### src/rtl/core/nwk_pkg.sv
// Shared types, constants and helpers for the Newick structure parser.
// No dependencies; imported by nwk_front, nwk_back and the top level.
`default_nettype none

package nwk_pkg;

	// Stack and id sizing
	localparam int MAX_DEPTH = 64;
	localparam int ID_WIDTH  = 16;
	localparam int DEPTH_W   = $clog2(MAX_DEPTH + 1);
	localparam int ADDR_W    = (MAX_DEPTH > 2) ? $clog2(MAX_DEPTH) : 1;

	// Front-to-back request queue (power of two depth)
	localparam int QUEUE_DEPTH = 4;
	localparam int QPTR_W      = $clog2(QUEUE_DEPTH);
	localparam int QCNT_W      = $clog2(QUEUE_DEPTH + 1);

	// Special characters
	localparam logic [7:0] CH_LPAREN = 8'h28;
	localparam logic [7:0] CH_RPAREN = 8'h29;
	localparam logic [7:0] CH_COMMA  = 8'h2C;
	localparam logic [7:0] CH_SEMI   = 8'h3B;
	localparam logic [7:0] CH_COLON  = 8'h3A;

	// Event kinds
	localparam logic [1:0] EV_OPEN  = 2'd0;
	localparam logic [1:0] EV_TEXT  = 2'd1;
	localparam logic [1:0] EV_CLOSE = 2'd2;
	localparam logic [1:0] EV_ERROR = 2'd3;

	// Error codes
	localparam logic [1:0] ERR_NONE      = 2'd0;
	localparam logic [1:0] ERR_OVERFLOW  = 2'd1;
	localparam logic [1:0] ERR_UNDERFLOW = 2'd2;

	typedef logic [ID_WIDTH-1:0] id_t;

	typedef enum logic [2:0] {
		OP_OPEN,
		OP_CLOSE,
		OP_COMMA,
		OP_SEMI,
		OP_TEXT
	} op_t;

	// One classified request
	typedef struct packed {
		op_t        op;
		logic [7:0] ch;
		logic       colon;
	} q_entry_t;

	// Low 16 bits of an id, zero extended when ids are narrower
	function automatic logic [15:0] id_out(input id_t v);
		logic [31:0] w;
		w = 32'(v);
		return w[15:0];
	endfunction

endpackage

`default_nettype wire

### src/rtl/core/nwk_ram.sv
// Generic single-write, single-read RAM with registered read data.
// No dependencies.
`default_nettype none

module nwk_ram #(
	parameter int WIDTH = 16,
	parameter int DEPTH = 64
) (
	input  wire logic                               clk,
	input  wire logic                               we,
	input  wire logic [((DEPTH > 2) ? $clog2(DEPTH) : 1)-1:0] waddr,
	input  wire logic [WIDTH-1:0]                   wdata,
	input  wire logic [((DEPTH > 2) ? $clog2(DEPTH) : 1)-1:0] raddr,
	output logic      [WIDTH-1:0]                   rdata
);

	logic [WIDTH-1:0] mem_q [DEPTH];

	always_ff @(posedge clk) begin
		if (we) begin
			mem_q[waddr] <= wdata;
		end
		rdata <= mem_q[raddr];
	end

endmodule

`default_nettype wire

### src/rtl/core/nwk_front.sv
// Front end: accepts text bytes, classifies them and queues requests.
// Depends on nwk_pkg.
`default_nettype none

module nwk_front (
	input  wire logic              clk,
	input  wire logic              arst_n,
	input  wire logic              in_valid,
	output logic                   in_stall,
	input  wire logic [7:0]        text_byte,
	output logic                   q_valid,
	output nwk_pkg::q_entry_t      q_head,
	input  wire logic              q_pop
);
	import nwk_pkg::*;

	q_entry_t          entry_q [QUEUE_DEPTH];
	logic [QPTR_W-1:0] wr_ptr_q;
	logic [QPTR_W-1:0] rd_ptr_q;
	logic [QCNT_W-1:0] count_q;
	logic              push;
	q_entry_t          cls;

	assign in_stall = (count_q == QCNT_W'(QUEUE_DEPTH));
	assign push     = in_valid && !in_stall;
	assign q_valid  = (count_q != '0);
	assign q_head   = entry_q[rd_ptr_q];

	always_comb begin
		cls.ch    = text_byte;
		cls.colon = (text_byte == CH_COLON);
		case (text_byte)
			CH_LPAREN: cls.op = OP_OPEN;
			CH_RPAREN: cls.op = OP_CLOSE;
			CH_COMMA:  cls.op = OP_COMMA;
			CH_SEMI:   cls.op = OP_SEMI;
			default:   cls.op = OP_TEXT;
		endcase
	end

	always_ff @(posedge clk) begin
		if (push) begin
			entry_q[wr_ptr_q] <= cls;
		end
	end

	always_ff @(posedge clk or negedge arst_n) begin
		if (!arst_n) begin
			wr_ptr_q <= '0;
			rd_ptr_q <= '0;
			count_q  <= '0;
		end else begin
			if (push) begin
				wr_ptr_q <= wr_ptr_q + QPTR_W'(1);
			end
			if (q_pop) begin
				rd_ptr_q <= rd_ptr_q + QPTR_W'(1);
			end
			count_q <= count_q + QCNT_W'(push) - QCNT_W'(q_pop);
		end
	end

	a_count_bound: assert property (@(posedge clk) disable iff (!arst_n)
		count_q <= QCNT_W'(QUEUE_DEPTH))
		else $error("request queue count out of range");

	a_pop_nonempty: assert property (@(posedge clk) disable iff (!arst_n)
		q_pop |-> q_valid)
		else $error("pop from empty request queue");

	a_count_grow: assert property (@(posedge clk) disable iff (!arst_n)
		(push && !q_pop) |=> (count_q == $past(count_q) + QCNT_W'(1)))
		else $error("queue count did not follow a push");

endmodule

`default_nettype wire

### src/rtl/core/nwk_back.sv
// Back end: executes queued requests against the open-node stack and
// drives the result register. Depends on nwk_pkg and nwk_ram.
`default_nettype none

module nwk_back (
	input  wire logic              clk,
	input  wire logic              arst_n,
	input  wire logic              q_valid,
	input  wire nwk_pkg::q_entry_t q_head,
	output logic                   q_pop,
	output logic                   out_valid,
	input  wire logic              out_stall,
	output logic [1:0]             event_kind,
	output logic [15:0]            node_id,
	output logic [15:0]            parent_id,
	output logic                   has_parent,
	output logic [7:0]             char_out,
	output logic                   in_length,
	output logic                   is_root_close,
	output logic [1:0]             error_code,
	output logic                   last
);
	import nwk_pkg::*;

	// Control state
	logic [DEPTH_W-1:0] depth_q;
	id_t                next_id_q;
	logic               in_text_q;
	logic               after_colon_q;
	logic               finished_q;
	logic               out_valid_q;

	// Top two stack entries live in flops; the rest sit in the RAM
	id_t                top_q;
	id_t                second_q;
	id_t                third;
	logic               byp_q;
	id_t                byp_data_q;

	// Next-state values
	logic [DEPTH_W-1:0] depth_n;
	id_t                next_id_n;
	id_t                top_n;
	id_t                second_n;
	logic               in_text_n;
	logic               after_colon_n;
	logic               finished_n;

	// RAM ports
	logic               ram_we;
	logic [ADDR_W-1:0]  ram_waddr;
	logic [ADDR_W-1:0]  ram_raddr;
	id_t                ram_rdata;
	logic [DEPTH_W-1:0] dm2;
	logic [DEPTH_W-1:0] dn3;

	// Result under construction
	logic               adv;
	logic               emit;
	logic               load_out;
	logic [1:0]         ev_kind;
	id_t                ev_node;
	id_t                ev_par;
	logic               ev_hp;
	logic [7:0]         ev_char;
	logic               ev_len;
	logic               ev_root;
	logic [1:0]         ev_err;
	logic               ev_last;

	logic               empty;
	logic               full;

	assign adv      = !out_valid_q || !out_stall;
	assign load_out = adv && emit;
	assign third    = byp_q ? byp_data_q : ram_rdata;
	assign empty    = (depth_q == '0);
	assign full     = (depth_q == DEPTH_W'(MAX_DEPTH));
	assign dm2      = depth_q - DEPTH_W'(2);
	assign ram_waddr = dm2[ADDR_W-1:0];
	assign dn3      = depth_n - DEPTH_W'(3);
	assign ram_raddr = dn3[ADDR_W-1:0];

	always_comb begin
		depth_n       = depth_q;
		next_id_n     = next_id_q;
		top_n         = top_q;
		second_n      = second_q;
		in_text_n     = in_text_q;
		after_colon_n = after_colon_q;
		finished_n    = finished_q;
		ram_we        = 1'b0;
		q_pop         = 1'b0;
		emit          = 1'b0;
		ev_kind       = EV_OPEN;
		ev_node       = '0;
		ev_par        = '0;
		ev_hp         = 1'b0;
		ev_char       = '0;
		ev_len        = 1'b0;
		ev_root       = 1'b0;
		ev_err        = ERR_NONE;
		ev_last       = 1'b1;

		if (q_valid && finished_q) begin
			// Trailing bytes after the end or an error are dropped
			q_pop = 1'b1;
		end else if (q_valid && adv) begin
			emit = 1'b1;
			case (q_head.op)
				OP_OPEN, OP_TEXT: begin
					if (q_head.op == OP_TEXT && in_text_q) begin
						// Text byte for the node on top
						after_colon_n = after_colon_q | q_head.colon;
						ev_kind = EV_TEXT;
						ev_node = empty ? '0 : top_q;
						ev_hp   = (depth_q > DEPTH_W'(1));
						ev_par  = second_q;
						ev_char = q_head.ch;
						ev_len  = after_colon_n;
						q_pop   = 1'b1;
					end else if (full) begin
						ev_kind    = EV_ERROR;
						ev_err     = ERR_OVERFLOW;
						finished_n = 1'b1;
						q_pop      = 1'b1;
					end else begin
						// Push a new node; a leaf's first byte stays queued
						// and is taken again as its text event when the output advances
						ev_kind   = EV_OPEN;
						ev_node   = next_id_q;
						ev_par    = top_q;
						ev_hp     = !empty;
						top_n     = next_id_q;
						second_n  = top_q;
						depth_n   = depth_q + DEPTH_W'(1);
						next_id_n = next_id_q + ID_WIDTH'(1);
						ram_we    = (depth_q >= DEPTH_W'(2));
						if (q_head.op == OP_TEXT) begin
							in_text_n = 1'b1;
							ev_last   = 1'b0;
						end else begin
							in_text_n = 1'b0;
							q_pop     = 1'b1;
						end
					end
				end
				OP_CLOSE, OP_COMMA, OP_SEMI: begin
					q_pop = 1'b1;
					if (empty) begin
						ev_kind    = EV_ERROR;
						ev_err     = ERR_UNDERFLOW;
						finished_n = 1'b1;
					end else begin
						ev_kind       = EV_CLOSE;
						ev_node       = top_q;
						ev_par        = second_q;
						ev_hp         = (depth_q > DEPTH_W'(1));
						ev_root       = (q_head.op == OP_SEMI);
						top_n         = second_q;
						second_n      = third;
						depth_n       = depth_q - DEPTH_W'(1);
						after_colon_n = 1'b0;
						in_text_n     = (q_head.op == OP_CLOSE);
						if (q_head.op == OP_SEMI) begin
							finished_n = 1'b1;
						end
					end
				end
				default: begin
					emit  = 1'b0;
					q_pop = 1'b1;
				end
			endcase
		end
	end

	nwk_ram #(
		.WIDTH (ID_WIDTH),
		.DEPTH (MAX_DEPTH)
	) u_stack_ram (
		.clk   (clk),
		.we    (ram_we),
		.waddr (ram_waddr),
		.wdata (second_q),
		.raddr (ram_raddr),
		.rdata (ram_rdata)
	);

	always_ff @(posedge clk or negedge arst_n) begin
		if (!arst_n) begin
			depth_q       <= '0;
			next_id_q     <= '0;
			in_text_q     <= 1'b0;
			after_colon_q <= 1'b0;
			finished_q    <= 1'b0;
			out_valid_q   <= 1'b0;
		end else begin
			depth_q       <= depth_n;
			next_id_q     <= next_id_n;
			in_text_q     <= in_text_n;
			after_colon_q <= after_colon_n;
			finished_q    <= finished_n;
			if (adv) begin
				out_valid_q <= emit;
			end
		end
	end

	always_ff @(posedge clk) begin
		top_q      <= top_n;
		second_q   <= second_n;
		// Write and read on the same RAM word: forward the written value
		byp_q      <= ram_we && (ram_waddr == ram_raddr);
		byp_data_q <= second_q;
		if (load_out) begin
			event_kind    <= ev_kind;
			node_id       <= id_out(ev_node);
			parent_id     <= ev_hp ? id_out(ev_par) : 16'h0000;
			has_parent    <= ev_hp;
			char_out      <= ev_char;
			in_length     <= ev_len;
			is_root_close <= ev_root;
			error_code    <= ev_err;
			last          <= ev_last;
		end
	end

	assign out_valid = out_valid_q;

	a_depth_bound: assert property (@(posedge clk) disable iff (!arst_n)
		depth_q <= DEPTH_W'(MAX_DEPTH))
		else $error("stack depth beyond limit");

	a_finished_sticky: assert property (@(posedge clk) disable iff (!arst_n)
		finished_q |=> finished_q)
		else $error("finished flag cleared");

	a_error_stops: assert property (@(posedge clk) disable iff (!arst_n)
		(load_out && ev_kind == EV_ERROR) |=> finished_q)
		else $error("error result without stop");

	a_open_counts: assert property (@(posedge clk) disable iff (!arst_n)
		(load_out && ev_kind == EV_OPEN) |=>
		(next_id_q == id_t'($past(next_id_q) + ID_WIDTH'(1))))
		else $error("node id counter did not advance on open");

endmodule

`default_nettype wire

### src/rtl/core/newick_tree_structure_parser_unit.sv
// Top level of the Newick tree structure parser.
// Depends on nwk_pkg, nwk_front, nwk_back (and nwk_ram through nwk_back).
//
// Usage:
//  - Input channel (in_valid / in_stall / text_byte): one character of the
//    Newick text per request. A byte is taken on a rising edge with in_valid
//    high and in_stall low.
//  - Output channel (out_valid / out_stall / result fields): events of kind
//    node opened, text byte, node closed, or error; one per request, two for a
//    leaf's first text byte. last marks the final event caused by an input byte.
//  - Path: an accepted byte is written into the request queue; the back end
//    takes it from the queue head and loads its first event into the result
//    register once the queue ahead of it is empty and the output is free.
//  - Throughput: one byte per cycle while in_stall is low. A leaf's first
//    text byte gives two events (open, then text) and holds the back end for
//    both; the four-entry request queue absorbs occasional leaf openings, while
//    a sustained stream of more than one event per byte stalls the input.
//    The single result register limits output to one event per unstalled cycle.
//  - Bytes after ';' or after an error are accepted and give no event.
//  - Reset (arst_n low) empties the queue and the stack, clears the id
//    counter and all flags; the block accepts bytes right after release.
//  - When out_stall is high the result register holds; the back end waits,
//    the queue fills, and in_stall rises once four requests are waiting.
`default_nettype none

module newick_tree_structure_parser_unit (
	input  wire logic        clk,
	input  wire logic        arst_n,
	// Input channel
	input  wire logic        in_valid,
	output logic             in_stall,
	input  wire logic [7:0]  text_byte,
	// Output channel
	output logic             out_valid,
	input  wire logic        out_stall,
	output logic [1:0]       event_kind,
	output logic [15:0]      node_id,
	output logic [15:0]      parent_id,
	output logic             has_parent,
	output logic [7:0]       char_out,
	output logic             in_length,
	output logic             is_root_close,
	output logic [1:0]       error_code,
	output logic             last
);
	import nwk_pkg::*;

	// Classified requests between front and back
	logic     q_valid;
	logic     q_pop;
	q_entry_t q_head;

	// Front: take bytes, decode the special characters, queue them
	nwk_front u_front (
		.clk       (clk),
		.arst_n    (arst_n),
		.in_valid  (in_valid),
		.in_stall  (in_stall),
		.text_byte (text_byte),
		.q_valid   (q_valid),
		.q_head    (q_head),
		.q_pop     (q_pop)
	);

	// Back: run the stack, id counter and text flags; own the result register
	nwk_back u_back (
		.clk           (clk),
		.arst_n        (arst_n),
		.q_valid       (q_valid),
		.q_head        (q_head),
		.q_pop         (q_pop),
		.out_valid     (out_valid),
		.out_stall     (out_stall),
		.event_kind    (event_kind),
		.node_id       (node_id),
		.parent_id     (parent_id),
		.has_parent    (has_parent),
		.char_out      (char_out),
		.in_length     (in_length),
		.is_root_close (is_root_close),
		.error_code    (error_code),
		.last          (last)
	);

endmodule

`default_nettype wire
### config.mk
export PLATFORM = sky130hd
export DESIGN_NAME = newick_tree_structure_parser_unit
export DESIGN_NICKNAME = d
export VERILOG_FILES = /design/src/rtl/core/nwk_pkg.sv /design/src/rtl/core/nwk_ram.sv /design/src/rtl/core/nwk_front.sv /design/src/rtl/core/nwk_back.sv /design/src/rtl/core/newick_tree_structure_parser_unit.sv
export SDC_FILE = /design/constraint.sdc
export NUM_CORES = 1
export LEC_CHECK = 0
export BUFFER_PORTS_ARGS = -buffer_cell sky130_fd_sc_hd__buf_4
export CAP_MARGIN = 10
export CORE_MARGIN = 1.5
export CORE_UTILIZATION = 50
export DETAILED_ROUTE_END_ITERATION = 16
export PLACE_DENSITY = 0.63
export RECOVER_POWER = 50
export SYNTH_ARGS = -nofsm -noshare
export SYNTH_HDL_FRONTEND = slang
export SYNTH_SLANG_ARGS = --single-unit
### constraint.sdc
create_clock -name clk -period 12.15 [get_ports clk]
set_input_delay 1.215 -clock clk [delete_from_list [all_inputs] [get_ports clk]]
set_output_delay 1.215 -clock clk [all_outputs]
set_load 0.1 [all_outputs]
==> impl_metrics.prom <==
# TYPE chip_impl_metric gauge
chip_impl_info{name="status",value="complete, but fails checks"} 1
chip_impl_info{name="violations_in_the_final_reports",value="max-capacitance violations, max-slew violations"} 1
chip_impl_info{name="layout.cells.most_common",value="sky130_fd_sc_hd__edfxtp_1"} 1
chip_impl_metric{name="dp_hpwl",unit="um"} 64840
chip_impl_metric{name="vias_per_cell",unit=""} 6.186
chip_impl_metric{name="global_route_wire_length_before_repair",unit="um"} 167300
chip_impl_info{name="criticalPathCategory",value="reg -> reg"} 1
chip_impl_info{name="synth-main-ff-cell",value="sky130_fd_sc_hd__edfxtp_1"} 1
chip_impl_info{name="final_cell_mix",value="sky130_fd_sc_hd__edfxtp_1, sky130_fd_sc_hd__mux4_2, sky130_fd_sc_hd__clkbuf_16, sky130_fd_sc_hd__nand2_1, sky130_fd_sc_hd__clkbuf_1"} 1
chip_impl_metric{name="initial_core_util",unit="%"} 50.48
chip_impl_info{name="critical_path.startpoint_type",value="flip-flop"} 1
chip_impl_info{name="crit_family",value="multiplexers"} 1
chip_impl_metric{name="layout_worst_path_cycle_share",unit="%"} 57.41
chip_impl_metric{name="grtUsageMet2",unit="%"} 37.04
chip_impl_metric{name="worstMarginPinSlew",unit="ps"} 3917
chip_impl_metric{name="timing.critical_path.fanout_max",unit=""} 101
chip_impl_metric{name="worst_vdd_ir",unit="uV"} 396.8
chip_impl_metric{name="clk_pin_slew",unit="ps"} 60
chip_impl_metric{name="layout_min_cycle_time",unit="ps"} 6975
chip_impl_metric{name="timing.max_slew.rel_slack",unit="%"} -161.1
chip_impl_metric{name="critical_path_arrival",unit="ps"} 7530
chip_impl_metric{name="vias",unit=""} 24009
chip_impl_metric{name="setup_viol_count_final",unit=""} 0
chip_impl_metric{name="cts_made_buffers",unit=""} 120
chip_impl_metric{name="die_h",unit="um"} 312.7
chip_impl_metric{name="die_x_extent",unit="um"} 312.7
chip_impl_metric{name="req_time_crit_path",unit="ps"} 12700
chip_impl_metric{name="rows",unit=""} 113
chip_impl_metric{name="post-route-worst-setup-slack",unit="ps"} 5175
chip_impl_info{name="cpMaxStageDelayCell",value="sky130_fd_sc_hd__dfrtp_1"} 1
chip_impl_info{name="clock_tree_from_tritoncts",value="yes"} 1
chip_impl_metric{name="syn2layout_area_growth",unit="%"} 12.71
chip_impl_metric{name="grt_antenna_before_repair",unit=""} 4
chip_impl_info{name="worstSetupEndpointType",value="flip-flop"} 1
chip_impl_metric{name="post_cts_hold_buffer_count",unit=""} 0
chip_impl_metric{name="achievable-frequency",unit="GHz"} 0.1434
chip_impl_metric{name="setup_total_negative_slack",unit="ps"} 0
chip_impl_metric{name="post_cts.resized_instances",unit=""} 0
chip_impl_metric{name="yosys_warning_total",unit=""} 0
chip_impl_metric{name="firstDrtPassIters",unit=""} 7
chip_impl_metric{name="place.port_buffers",unit=""} 61
chip_impl_metric{name="synthesis.area",unit="um^2"} 47960
chip_impl_info{name="path_category_of_the_worst_min_delay_check",value="reg -> reg"} 1
chip_impl_info{name="rsz0062_at_grt",value="false"} 1
chip_impl_metric{name="cap_viol_max_count",unit=""} 17
chip_impl_metric{name="cts.sink_count",unit=""} 1219
chip_impl_metric{name="synth_sequential_area_ratio",unit="%"} 75.28
chip_impl_metric{name="yosysUniqueCellTypes",unit=""} 68
chip_impl_metric{name="buffer_and_inverter_count_on_the_worst_path",unit=""} 3
chip_impl_metric{name="p_leak",unit="nW"} 17.45
chip_impl_metric{name="drt_iter0_drc",unit=""} 2932
chip_impl_metric{name="cts-root-to-sink-buffers",unit=""} 3
chip_impl_metric{name="drc",unit=""} 0
chip_impl_metric{name="io_pins",unit=""} 62
chip_impl_metric{name="synth.ff_latch_count",unit=""} 1219
chip_impl_info{name="cts_root_buffer",value="sky130_fd_sc_hd__clkbuf_16"} 1
chip_impl_metric{name="place_ws",unit="ps"} 4953
chip_impl_metric{name="layout-drive-gt1-share",unit="%"} 23.90
chip_impl_metric{name="timing.critical_path.slowest_cell_delay",unit="ps"} 920
chip_impl_metric{name="clkLatencyLatePin",unit="ps"} 700
chip_impl_metric{name="synthCells",unit=""} 2384
chip_impl_metric{name="number_of_global_route_vias_before_repair",unit=""} 23807
chip_impl_metric{name="fin_max_slew_vios",unit=""} 1047
chip_impl_metric{name="all_layer_global_routing_usage",unit="%"} 23.57
chip_impl_metric{name="die-area",unit="um^2"} 97790
chip_impl_metric{name="finClkSkew",unit="ps"} 23.88
chip_impl_metric{name="core-area",unit="um^2"} 95010
chip_impl_metric{name="synth_area_per_cell",unit="um^2"} 20.12
chip_impl_metric{name="power_density",unit="nW/um^2"} 303.7
chip_impl_metric{name="hold_violations",unit=""} 0
chip_impl_metric{name="grt.met1_usage",unit="%"} 34.57
chip_impl_metric{name="grtUsageMet3",unit="%"} 3.560
chip_impl_metric{name="gp_congestion",unit=""} 0.8243
chip_impl_metric{name="grt_max_degree",unit=""} 155
chip_impl_metric{name="synth_enable_flop_cells",unit=""} 1152
chip_impl_metric{name="postCtsSetupRepairBufs",unit=""} 0
chip_impl_info{name="grt.busiest_layer",value="met2"} 1
chip_impl_info{name="cp_cell_sequence",value="mux4_2 > o21ba_1 > a32oi_4 > xnor2_4 > buf_4 > buf_12 > buf_12 > mux4_2 > mux2_2 > o211ai_1 > nand4_1"} 1
chip_impl_metric{name="reg2reg_setup_slack",unit="ps"} 5180
chip_impl_metric{name="grt.overflow.total",unit=""} 0
chip_impl_metric{name="design.final.nets",unit=""} 2542
chip_impl_metric{name="synth-async-reset-ratio",unit="%"} 2.789
chip_impl_metric{name="mappedNetlistNets",unit=""} 2414
chip_impl_metric{name="totalWireLength",unit="um"} 114900
chip_impl_metric{name="ant_nets",unit=""} 0
chip_impl_metric{name="post_drt_wl_per_cell",unit="um"} 29.61
chip_impl_metric{name="ctsHtreeMaxLevel",unit=""} 3
## registers in the layout, summed over array words and instances, names as in the netlist, 2 cells and up
| signal | count |
|---|---|
| u_front.entry_q | 48 |
| u_back.depth_q | 7 |
| u_back.u_stack_ram.mem_q | 1024 |
| u_back.second_q | 16 |
| u_back.event_kind | 2 |
| u_back.node_id | 16 |
| u_front.wr_ptr_q | 2 |
| u_back.next_id_q | 16 |
| u_back.parent_id | 16 |
| u_front.rd_ptr_q | 2 |
| u_back.byp_data_q | 16 |
| u_back.top_q | 16 |
| u_back.error_code | 2 |
| u_back.u_stack_ram.rdata | 16 |
| u_front.count_q | 3 |
| u_back.char_out | 8 |
## layer usage
metal,share of wire (%),vias up
met4,2.8,0
met1,42,12807
met3,6.8,196
met5,0,-
met2,48,913
li1,-,10093
## cell families after synthesis
group | count (synthesis) | share of synthesized area (%)
xor+xnor | 37 | 0.6914
simple gates | 362 | 3.613
mux | 354 | 14.56
buf+inv | 159 | 1.563
flops | 1219 | 75.28
fa+ha+maj | 18 | 0.4852
compound gates | 235 | 3.806
## cells in the mapped netlist (22+ instances only)
cell                       count  area, um^2
sky130_fd_sc_hd__nand4_1      22       137.6
sky130_fd_sc_hd__nor2_1      101       379.1
sky130_fd_sc_hd__a211o_1      65       569.3
sky130_fd_sc_hd__o21ai_0      24       120.1
sky130_fd_sc_hd__o211ai_1     65       488.0
sky130_fd_sc_hd__nand2_1     109       409.1
sky130_fd_sc_hd__edfxtp_1   1152       34590
sky130_fd_sc_hd__clkbuf_1     95       356.6
sky130_fd_sc_hd__and3_1       74       462.9
sky130_fd_sc_hd__dfxtp_1      33       660.6
sky130_fd_sc_hd__dfrtp_1      34       850.8
sky130_fd_sc_hd__mux4_2      268        6036
sky130_fd_sc_hd__mux2_2       69       777.0
sky130_fd_sc_hd__xnor2_1      26       227.7
## path summary, 6_finish.rpt
check / depth (start not counted) / to / startpoint
worst max-delay path: 11 / u_back.u_stack_ram.rdata[11] / u_front.rd_ptr_q[0]
max in group asynchronous: 1 / u_back.next_id_q[8] / arst_n
worst min register to register: 1 / u_back.finished_q / u_back.finished_q
min in group asynchronous: 1 / u_front.rd_ptr_q[0] / arst_n
worst max register to register: 11 / u_back.u_stack_ram.rdata[11] / u_front.rd_ptr_q[0]
worst min-delay path: 1 / u_back.finished_q / u_back.finished_q
## through the flow
| step | hold WS, ps | power (mW) | util, % | cells | instance area [um^2] |
|---|---|---|---|---|---|
| after floorplan | 450.1 | 10.28 | - | 2384 | 47960 |
| after global placement | 463.4 | 12.54 | 52.74 | 3653 | 50110 |
| after detailed placement | 479.6 | 12.60 | 52.74 | 3653 | 50110 |
| after CTS | 464.2 | 16.53 | 57.18 | 3878 | 54330 |
| after global routing | 510.4 | 17.04 | 56.89 | 3880 | 54050 |
| final | 487.4 | 16.41 | 56.90 | 3881 | 54060 |
## final cells by class
type | instances | area [um^2]
Sequential cell | 1219 | 36100
Clock inverter | 74 | 1032
Inverter | 19 | 71.32
Multi-Input combinational cell | 1006 | 11220
Clock buffer | 151 | 3192
Tap cell | 1265 | 1583
Timing Repair Buffer | 146 | 848.3
Fill cell | 7075 | 40950
Antenna cell | 1 | 2.502
## power by group
part | internal (mW) | switching [mW]
clock | 2.37 | 1.57
combinational | 2.86 | 4.34
sequential | 5.10 | 0.174
(Power assumes the default switching activity.)
